==> config.mk <==
export PLATFORM = sky130hd
export DESIGN_NAME = derivative_peak_finder_core
export DESIGN_NICKNAME = d
export VERILOG_FILES = /design/src/design/dpf_pkg.sv /design/src/design/dpf_cfg_regs.sv /design/src/design/dpf_slope_lanes.sv /design/src/design/derivative_peak_finder_core.sv
export SDC_FILE = /design/constraint.sdc
export NUM_CORES = 2
export LEC_CHECK = 0
export BUFFER_PORTS_ARGS = -buffer_cell sky130_fd_sc_hd__buf_2
export CAP_MARGIN = 20
export CORE_MARGIN = 3
export CORE_UTILIZATION = 42
export CTS_CLUSTER_DIAMETER = 200
export DETAILED_ROUTE_END_ITERATION = 7
export PLACE_DENSITY = 0.64
export SLEW_MARGIN = 20
export SYNTH_ARGS = -nofsm -noshare
export SYNTH_HDL_FRONTEND = slang
export SYNTH_SLANG_ARGS = --single-unit
export TNS_END_PERCENT = 100
==> constraint.sdc <==
create_clock -name clk -period 50.4 [get_ports clk]
set_input_delay 10.08 -clock clk [delete_from_list [all_inputs] [get_ports clk]]
set_output_delay 10.08 -clock clk [all_outputs]
set_load 0.02 [all_outputs]
==> src/design/dpf_pkg.sv <==
// ----------------------------------------------------------------------------
// dpf_pkg: shared types and constants for the derivative peak finder
// Field widths, register codes, result kinds and the structs passed between
// the configuration block, the slope lanes and the top level.
// ----------------------------------------------------------------------------
package dpf_pkg;

  localparam int SAMPLE_W    = 16;
  localparam int WAVE_W      = 17;  // baseline minus sample
  localparam int SLOPE_W     = 20;  // 2w[i] - w[i-r] - w[i-r-1]
  localparam int THR_W       = 19;
  localparam int RISE_LEN_W  = 4;
  localparam int CFG_DATA_W  = 19;
  localparam int CFG_INDEX_W = 3;
  localparam int POS_W       = 16;
  localparam int COUNT_W     = 7;
  localparam int KIND_W      = 2;
  localparam int CMP_W       = 22;  // common compare width, holds every difference

  typedef enum logic [CFG_INDEX_W-1:0] {
    CFG_BASELINE        = 3'd0,
    CFG_RISE_LEN        = 3'd1,
    CFG_SLOPE_THRESHOLD = 3'd2,
    CFG_CURVE_THRESHOLD = 3'd3,
    CFG_RISE_THRESHOLD  = 3'd4
  } dpf_cfg_index_t;

  typedef enum logic [KIND_W-1:0] {
    KIND_NEW     = 2'd0,
    KIND_REPLACE = 2'd1,
    KIND_END     = 2'd2
  } dpf_kind_t;

  typedef struct packed {
    logic signed [SAMPLE_W-1:0] baseline;
    logic [RISE_LEN_W-1:0]      rise_len;
    logic [THR_W-1:0]           slope_thr;
    logic [THR_W-1:0]           curve_thr;
    logic [THR_W-1:0]           rise_thr;
  } dpf_cfg_t;

  typedef struct packed {
    logic step;   // shift a new sample into the histories
    logic clear;  // end of waveform: return histories to zero
    logic inwin;  // sample lies inside the detection window
  } dpf_lane_ctrl_t;

endpackage

==> src/design/dpf_cfg_regs.sv <==
// ----------------------------------------------------------------------------
// dpf_cfg_regs: configuration register file
// Plain write port, no read-back. Also clamps rise_len to 1..MAX_RISE.
// ----------------------------------------------------------------------------
module dpf_cfg_regs #(
  parameter int MAX_RISE = 8,
  localparam int RL_W = $clog2(MAX_RISE + 1)
) (
  input  logic                             clk,
  input  logic                             rst,
  input  logic                             cfg_we,
  input  logic [dpf_pkg::CFG_INDEX_W-1:0]  cfg_index,
  input  logic [dpf_pkg::CFG_DATA_W-1:0]   cfg_data,
  output dpf_pkg::dpf_cfg_t                cfg,
  output logic [RL_W-1:0]                  rl_eff
);
  import dpf_pkg::*;

  always_ff @(posedge clk) begin
    if (rst) begin
      cfg.baseline  <= '0;
      cfg.rise_len  <= RISE_LEN_W'(3);
      cfg.slope_thr <= '0;
      cfg.curve_thr <= '0;
      cfg.rise_thr  <= '0;
    end else if (cfg_we) begin
      case (dpf_cfg_index_t'(cfg_index))
        CFG_BASELINE:        cfg.baseline  <= cfg_data[SAMPLE_W-1:0];
        CFG_RISE_LEN:        cfg.rise_len  <= cfg_data[RISE_LEN_W-1:0];
        CFG_SLOPE_THRESHOLD: cfg.slope_thr <= cfg_data[THR_W-1:0];
        CFG_CURVE_THRESHOLD: cfg.curve_thr <= cfg_data[THR_W-1:0];
        CFG_RISE_THRESHOLD:  cfg.rise_thr  <= cfg_data[THR_W-1:0];
        default: ;
      endcase
    end
  end

  // zero counts as one, anything past the lane count as the top lane
  always_comb begin
    if (cfg.rise_len == '0) begin
      rl_eff = RL_W'(1);
    end else if (int'(cfg.rise_len) > MAX_RISE) begin
      rl_eff = RL_W'(MAX_RISE);
    end else begin
      rl_eff = RL_W'(cfg.rise_len);
    end
  end

endmodule

==> src/design/dpf_slope_lanes.sv <==
// ----------------------------------------------------------------------------
// dpf_slope_lanes: wave history and one slope lane per rise length
// Each lane forms its slope numerator, compares slope, curve and rise against
// the thresholds and keeps its own slope delay line r samples deep.
// ----------------------------------------------------------------------------
module dpf_slope_lanes #(
  parameter int MAX_RISE = 8,
  localparam int RL_W = $clog2(MAX_RISE + 1)
) (
  input  logic                                clk,
  input  logic                                rst,
  input  dpf_pkg::dpf_lane_ctrl_t             ctrl,
  input  logic signed [dpf_pkg::WAVE_W-1:0]   w_new,
  input  logic [RL_W-1:0]                     rl,
  input  dpf_pkg::dpf_cfg_t                   cfg,
  output logic [RL_W-1:0]                     big
);
  import dpf_pkg::*;

  // wave_hist[k] holds w[i-1-k]
  logic signed [WAVE_W-1:0] wave_hist [MAX_RISE+1];
  logic [MAX_RISE-1:0]      fire;
  logic signed [CMP_W-1:0]  w0x;
  logic signed [CMP_W-1:0]  slope_thr_x;
  logic signed [CMP_W-1:0]  curve_thr_x;
  logic signed [CMP_W-1:0]  rise_thr_x;

  assign w0x         = {{(CMP_W-WAVE_W){w_new[WAVE_W-1]}}, w_new};
  assign slope_thr_x = CMP_W'(cfg.slope_thr);
  assign curve_thr_x = CMP_W'(cfg.curve_thr);
  assign rise_thr_x  = CMP_W'(cfg.rise_thr);

  always_ff @(posedge clk) begin
    if (rst || ctrl.clear) begin
      for (int k = 0; k <= MAX_RISE; k++) wave_hist[k] <= '0;
    end else if (ctrl.step) begin
      for (int k = MAX_RISE; k > 0; k--) wave_hist[k] <= wave_hist[k-1];
      wave_hist[0] <= w_new;
    end
  end

  for (genvar g = 1; g <= MAX_RISE; g++) begin : g_lane
    logic signed [SLOPE_W-1:0] slope_hist [g];  // slope_hist[g-1] is r samples back
    logic signed [CMP_W-1:0]   wr;
    logic signed [CMP_W-1:0]   wr1;
    logic signed [CMP_W-1:0]   old_slope;
    logic signed [CMP_W-1:0]   slope;
    logic signed [CMP_W-1:0]   curve;
    logic signed [CMP_W-1:0]   rise;
    logic                      lane_on;
    logic signed [SLOPE_W-1:0] slope_store;

    assign wr        = {{(CMP_W-WAVE_W){wave_hist[g-1][WAVE_W-1]}}, wave_hist[g-1]};
    assign wr1       = {{(CMP_W-WAVE_W){wave_hist[g][WAVE_W-1]}}, wave_hist[g]};
    assign old_slope = {{(CMP_W-SLOPE_W){slope_hist[g-1][SLOPE_W-1]}}, slope_hist[g-1]};
    assign slope     = (w0x <<< 1) - wr - wr1;
    assign curve     = slope - old_slope;
    assign rise      = w0x - wr;
    assign lane_on   = ctrl.inwin && (int'(rl) >= g);
    assign slope_store = lane_on ? slope[SLOPE_W-1:0] : '0;
    assign fire[g-1] = lane_on && (slope >= slope_thr_x) && (curve > curve_thr_x)
                       && (rise > rise_thr_x);

    always_ff @(posedge clk) begin
      if (rst || ctrl.clear) begin
        for (int k = 0; k < g; k++) slope_hist[k] <= '0;
      end else if (ctrl.step) begin
        for (int k = g - 1; k > 0; k--) slope_hist[k] <= slope_hist[k-1];
        slope_hist[0] <= slope_store;
      end
    end
  end

  // largest rise length that fired, zero when none
  always_comb begin
    big = '0;
    for (int r = 0; r < MAX_RISE; r++) begin
      if (fire[r]) big = RL_W'(r + 1);
    end
  end

endmodule

==> src/design/derivative_peak_finder_core.sv <==
// ----------------------------------------------------------------------------
// Path: a sample beat passes the input register, then one pass of lane logic
//   into the result register; a stalled result holds it in the input register.
// Throughput: one sample beat per cycle while the result channel does not stall.
// Reset: rst is synchronous, active high; it clears configuration to its
//   defaults (rise_len 3, all else zero) and all per-waveform history.
// ----------------------------------------------------------------------------
// derivative_peak_finder_core: multi-rise derivative peak finder
// Inverts each sample against the baseline, tests every rise length for
// slope, curve and rise, and reports new peaks, replaced peaks and an end
// record carrying the peak count on the last sample of a waveform.
// ----------------------------------------------------------------------------
module derivative_peak_finder_core #(
  parameter int MAX_RISE    = 8,
  parameter int MAX_PEAKS   = 100,
  parameter int MAX_SAMPLES = 65536
) (
  input  logic                               clk,
  input  logic                               rst,
  // configuration write port
  input  logic                               cfg_we,
  input  logic [dpf_pkg::CFG_INDEX_W-1:0]    cfg_index,
  input  logic [dpf_pkg::CFG_DATA_W-1:0]     cfg_data,
  // sample channel
  input  logic                               sample_valid,
  output logic                               sample_stall,
  input  logic signed [dpf_pkg::SAMPLE_W-1:0] sample,
  input  logic                               end_of_wave,
  // result channel
  output logic                               result_valid,
  input  logic                               result_stall,
  output logic [dpf_pkg::KIND_W-1:0]         kind,
  output logic [dpf_pkg::POS_W-1:0]          peak_position,
  output logic signed [dpf_pkg::SAMPLE_W-1:0] peak_height,
  output logic [dpf_pkg::COUNT_W-1:0]        peak_count
);
  import dpf_pkg::*;

  localparam int RL_W  = $clog2(MAX_RISE + 1);
  localparam int IDX_W = $clog2(MAX_SAMPLES + 1);
  localparam int FC_W  = $clog2(MAX_PEAKS + 1);

  dpf_cfg_t               cfg;
  logic [RL_W-1:0]        rl_eff;

  // input register
  logic                   in_full;
  logic signed [SAMPLE_W-1:0] in_sample;
  logic                   in_eow;
  logic signed [WAVE_W-1:0] in_wave;

  // per-waveform bookkeeping
  logic [IDX_W-1:0]       sample_index;
  logic [IDX_W-1:0]       last_peak;
  logic [FC_W-1:0]        found;
  logic                   stopped;

  logic                   sample_take;
  logic                   out_free;
  logic                   proc;
  logic                   inwin;
  logic                   active;
  logic                   hit;
  logic                   is_new;
  logic [IDX_W-1:0]       diff;
  logic [FC_W-1:0]        found_next;
  logic [RL_W-1:0]        big;
  logic [31:0]            idx_wide;
  logic [31:0]            found_next_wide;
  logic [31:0]            found_wide;
  dpf_lane_ctrl_t         lane_ctrl;

  dpf_cfg_regs #(.MAX_RISE(MAX_RISE)) u_cfg (
    .clk       (clk),
    .rst       (rst),
    .cfg_we    (cfg_we),
    .cfg_index (cfg_index),
    .cfg_data  (cfg_data),
    .cfg       (cfg),
    .rl_eff    (rl_eff)
  );

  // The result register frees itself when its beat is taken; the held input
  // beat then moves through the lanes in the same cycle.
  assign out_free     = !result_valid || !result_stall;
  assign proc         = in_full && out_free;
  assign sample_stall = in_full && !out_free;
  assign sample_take  = sample_valid && !sample_stall;

  // Capture the beat and invert it against the baseline straight away, so the
  // lane pass starts from a ready wave value.
  always_ff @(posedge clk) begin
    if (rst) begin
      in_full <= 1'b0;
    end else if (sample_take) begin
      in_full <= 1'b1;
    end else if (proc) begin
      in_full <= 1'b0;
    end
  end

  always_ff @(posedge clk) begin
    if (sample_take) begin
      in_sample <= sample;
      in_eow    <= end_of_wave;
      in_wave   <= WAVE_W'(cfg.baseline) - WAVE_W'(sample);
    end
  end

  // Detection window: indices past the rise length, below the sample cap,
  // and only while the peak limit has not been reached.
  assign inwin  = sample_index >= (IDX_W'(rl_eff) + IDX_W'(1));
  assign active = inwin && !stopped && (sample_index < IDX_W'(MAX_SAMPLES));

  assign lane_ctrl.step  = proc && !in_eow;
  assign lane_ctrl.clear = proc && in_eow;
  assign lane_ctrl.inwin = inwin;

  dpf_slope_lanes #(.MAX_RISE(MAX_RISE)) u_lanes (
    .clk   (clk),
    .rst   (rst),
    .ctrl  (lane_ctrl),
    .w_new (in_wave),
    .rl    (rl_eff),
    .cfg   (cfg),
    .big   (big)
  );

  // A peak within R samples of the last one replaces it; the first
  // peak of a waveform is always new, so the last index needs no reset.
  assign hit        = active && (big != '0);
  assign diff       = sample_index - last_peak;
  assign is_new     = (found == '0) || (diff > IDX_W'(big));
  assign found_next = is_new ? found + FC_W'(1) : found;

  assign idx_wide        = 32'(sample_index);
  assign found_next_wide = 32'(found_next);
  assign found_wide      = 32'(found);

  // Bookkeeping: advance the index, count peaks, stop at the peak limit,
  // and drop everything back to its start values on the end beat.
  always_ff @(posedge clk) begin
    if (rst) begin
      sample_index <= '0;
      found        <= '0;
      stopped      <= 1'b0;
    end else if (proc) begin
      if (in_eow) begin
        sample_index <= '0;
        found        <= '0;
        stopped      <= 1'b0;
      end else begin
        if (sample_index < IDX_W'(MAX_SAMPLES)) sample_index <= sample_index + IDX_W'(1);
        if (hit) begin
          found <= found_next;
          if (found_next >= FC_W'(MAX_PEAKS)) stopped <= 1'b1;
        end
      end
    end
  end

  always_ff @(posedge clk) begin
    if (proc && !in_eow && hit) last_peak <= sample_index;
  end

  // result register
  always_ff @(posedge clk) begin
    if (rst) begin
      result_valid <= 1'b0;
    end else if (proc && (in_eow || hit)) begin
      result_valid <= 1'b1;
    end else if (!result_stall) begin
      result_valid <= 1'b0;
    end
  end

  always_ff @(posedge clk) begin
    if (proc) begin
      if (in_eow) begin
        kind          <= KIND_END;
        peak_position <= '0;
        peak_height   <= '0;
        peak_count    <= found_wide[COUNT_W-1:0];
      end else if (hit) begin
        kind          <= is_new ? KIND_NEW : KIND_REPLACE;
        peak_position <= idx_wide[POS_W-1:0];
        peak_height   <= in_sample;
        peak_count    <= found_next_wide[COUNT_W-1:0];
      end
    end
  end

`ifndef NO_ASSERTIONS
  a_stop_at_limit: assert property (@(posedge clk) disable iff (rst)
    stopped |-> (found >= FC_W'(MAX_PEAKS)))
    else $error("search stopped below the peak limit");

  a_index_capped: assert property (@(posedge clk) disable iff (rst)
    sample_index <= IDX_W'(MAX_SAMPLES))
    else $error("sample index ran past its cap");

  a_end_clears: assert property (@(posedge clk) disable iff (rst)
    (proc && in_eow) |=> (sample_index == '0 && found == '0 && !stopped))
    else $error("per-waveform state not cleared after end beat");

  a_stall_needs_beat: assert property (@(posedge clk) disable iff (rst)
    sample_stall |-> in_full)
    else $error("sample channel stalled with empty input register");
`endif

endmodule
==> impl_metrics.yaml <==
clock_tree:
  h-tree-depth: 3
  cts.sinks: 1069
  cts_setup_buffers: 0
  root_buffer: "clkbuf_16"
  cts_tree: "done"
  postCtsHoldBufs: 0
  cts_resized: 0
  clk_pin_slew_ns: 0.06
  clk_latency_ns: 0.79
  cts_made_buffers: 118
  clockBufferDepth: 3
timing:
  slew_headroom_pct: 23.1
  setup_violations: 0
  worst_pin_slew_ns: 1.15
  rsz0062_at_grt: "false"
  hold_violations: 0
  clock_skew_ns: 0.0798
  max_clock_freq_mhz: 48.3
  fin_crit_ns: 20.68
  finalCritPeriodShare_pct: 41.0
  tns_ns: 0
  drv_slew: 0
pwr:
  p_total_uw: 3880
  ir_worst_vdd_mv: 0.0364
  p_leak_uw: 0.0355
  power.density_nw_per_um2: 46.9
yosys:
  synth_fp_nets: 8443
  ys_ff_latch: 1069
  synthXorXnorAreaFrac_pct: 4.48
  seq_area_frac_synth_pct: 41.4
  synth.area.top_cells: "edfxtp_1, ha_1, and3_1"
  post_synth_mux_area_share_pct: 0.220
  syn_inst: 7276
  yosysMostFrequentCell: "ha_1"
  synth.distinct_cells: 91
  synth_async_sr_flop_share_pct: 0
  synth_top_cells_by_count: "ha_1, edfxtp_1, and3_1"
  synth_top_cell_area_share_pct: 38.7
  synth_edf_count: 965
  synth_largest_area_cell: "edfxtp_1"
  yosys.area_share.adder_pct: 20.3
  syn-cell-area_um2: 74900
  yosys_warnings: 0
  synth.avg_cell_area_um2: 10.3
  synth_top_family_by_area: "adder cells"
  synth-compound-area-share_pct: 13.3
  synthSimpleGateAreaFrac_pct: 16.1
  synth-main-ff-cell: "edfxtp_1"
place:
  numPortBuffers: 86
  dpl.hpwl_mm: 161
  gp_congestion: 0.957
die:
  dieHeight_um: 428
  rows: 154
  io_pins: 87
  start_util_pct: 42.4
  core_um2: 177000
  die_w_um: 428
  dieArea_um2: 184000
grt:
  grt_usage_pct: 24.3
  grt_pass1_wl_mm: 339
  antenna_found_initial: 9
  grt_max_degree: 227
  grt_pass1_vias: 53500
  overflow: 0
route:
  dr.pass1.iters: 6
  drc: 0
  drtIter0Drc: 5082
  wirelength_mm: 228
  via_count: 56500
  routed_via_density: 5.73
  ant_nets: 0
  routedWlPerCell_um: 23.1
layout:
  multi_input_comb_area_um2: 40800
  final_util_pct: 46.8
  drive_above_1_share_pct: 6.06
  area_delta_synth_final_pct: 10.2
  nets: 8569
  fillers: 16200
  seqCellArea_um2: 31100
run_status:
  outcome: "complete, no violations"
worst_setup_path:
  startpoint_type: "input pin"
  worst_ep_required_time_ns: 40.32
  cp_max_fo: 3
  crit_path_end_kind: "output pin"
  rrSetupSlack_ns: 38.53
  critPathKind: "in2out"
  cp.arrival_ns: 10.60
job:
  cap_violations: 0
min_path:
  hold_class: "reg2reg"
power breakdown:
| group | switching [uW] | internal (uW) | leakage, uW |
|---|---|---|---|
| clock | 384 | 504 | 0.00192 |
| sequential | 11.8 | 1010 | 0.0111 |
| combinational | 1150 | 813 | 0.0225 |
| total | 1550 | 2330 | 0.0355 |
cell families (layout without fill, tap and decap cells):
kind of cell	count (synthesis)	in the layout
AOI/OAI and AO/OA	1555	1555
xor gates and xnor gates	383	383
adders and majority gates	1123	1123
buffers and inverters	830	1057
DFF	1069	1069
muxes	16	16
other	1	15
and+or+nand+nor	2299	2299
final cells by class:
cell class	count	share of cell area (%)
clock buffers	144	3.82
clock inverters	77	0.978
well taps	2340	3.54
diodes	14	0.0424
repair buffers	217	1.79
inverters	619	2.81
multi-input cells	5377	49.4
flip-flops and latches	1069	37.6
critical path, stage by stage:
cell and delay [ns]:
buf_2 0.08, and3_1 0.24, buf_2 0.20
stage by stage:
step	worst slack [ns]	instances	area, um2	hold slack, ns
6_report	29.72	9857	82600	0.454
5_1_grt	29.70	9847	82600	0.474
4_1_cts	29.71	9840	82500	0.455
3_5_place_dp	29.71	9619	78500	0.447
3_3_place_gp	29.69	9619	78500	0.442
2_1_floorplan	19.86	7276	74900	0.424
metal layers:
metal	part of all wire [%]	up-vias	global-route usage [%]
met5	0.0053	-	0
met1	44	27500	33.1
met2	44	1754	37.0
li1	-	26800	-
met3	7.1	404	4.12
met4	5.2	2	12.7
cell usage in the layout (no fill, tap or decap), types with 108 or more instances in the layout:
master / synthesis / routed
xnor2_1: 262 / 262
o21ai_0: 207 / 206
edfxtp_1: 965 / 965
clkbuf_16: 0 / 121
nand2_1: 402 / 400
nand3_1: 108 / 108
a21o_1: 194 / 194
buf_4: 0 / 127
nor2_1: 508 / 505
a21oi_1: 510 / 510
xor2_1: 121 / 121
nor2b_1: 150 / 149
and3_1: 649 / 649
fa_1: 154 / 154
ha_1: 969 / 969
inv_1: 615 / 613
registers in the layout (all words and copies together), names as in the netlist:
name / cells
u_lanes.g_lane.slope_hist: 720
u_cfg.cfg: 77
peak_count: 7
peak_position: 16
in_eow: 1
u_lanes.wave_hist: 153
kind: 2
found: 7
result_valid: 1
in_wave: 17
in_full: 1
last_peak: 17
in_sample: 16
peak_height: 16
stopped: 1
sample_index: 17
worst paths after layout:
kind,startpoint,to,cells past startpoint
max,result_stall,sample_stall,3
min,u_cfg.cfg[56],u_cfg.cfg[56],2
max reg2reg,in_wave[0],peak_count[5],46
min reg2reg,u_cfg.cfg[56],u_cfg.cfg[56],2
(Power assumes the default switching activity.)
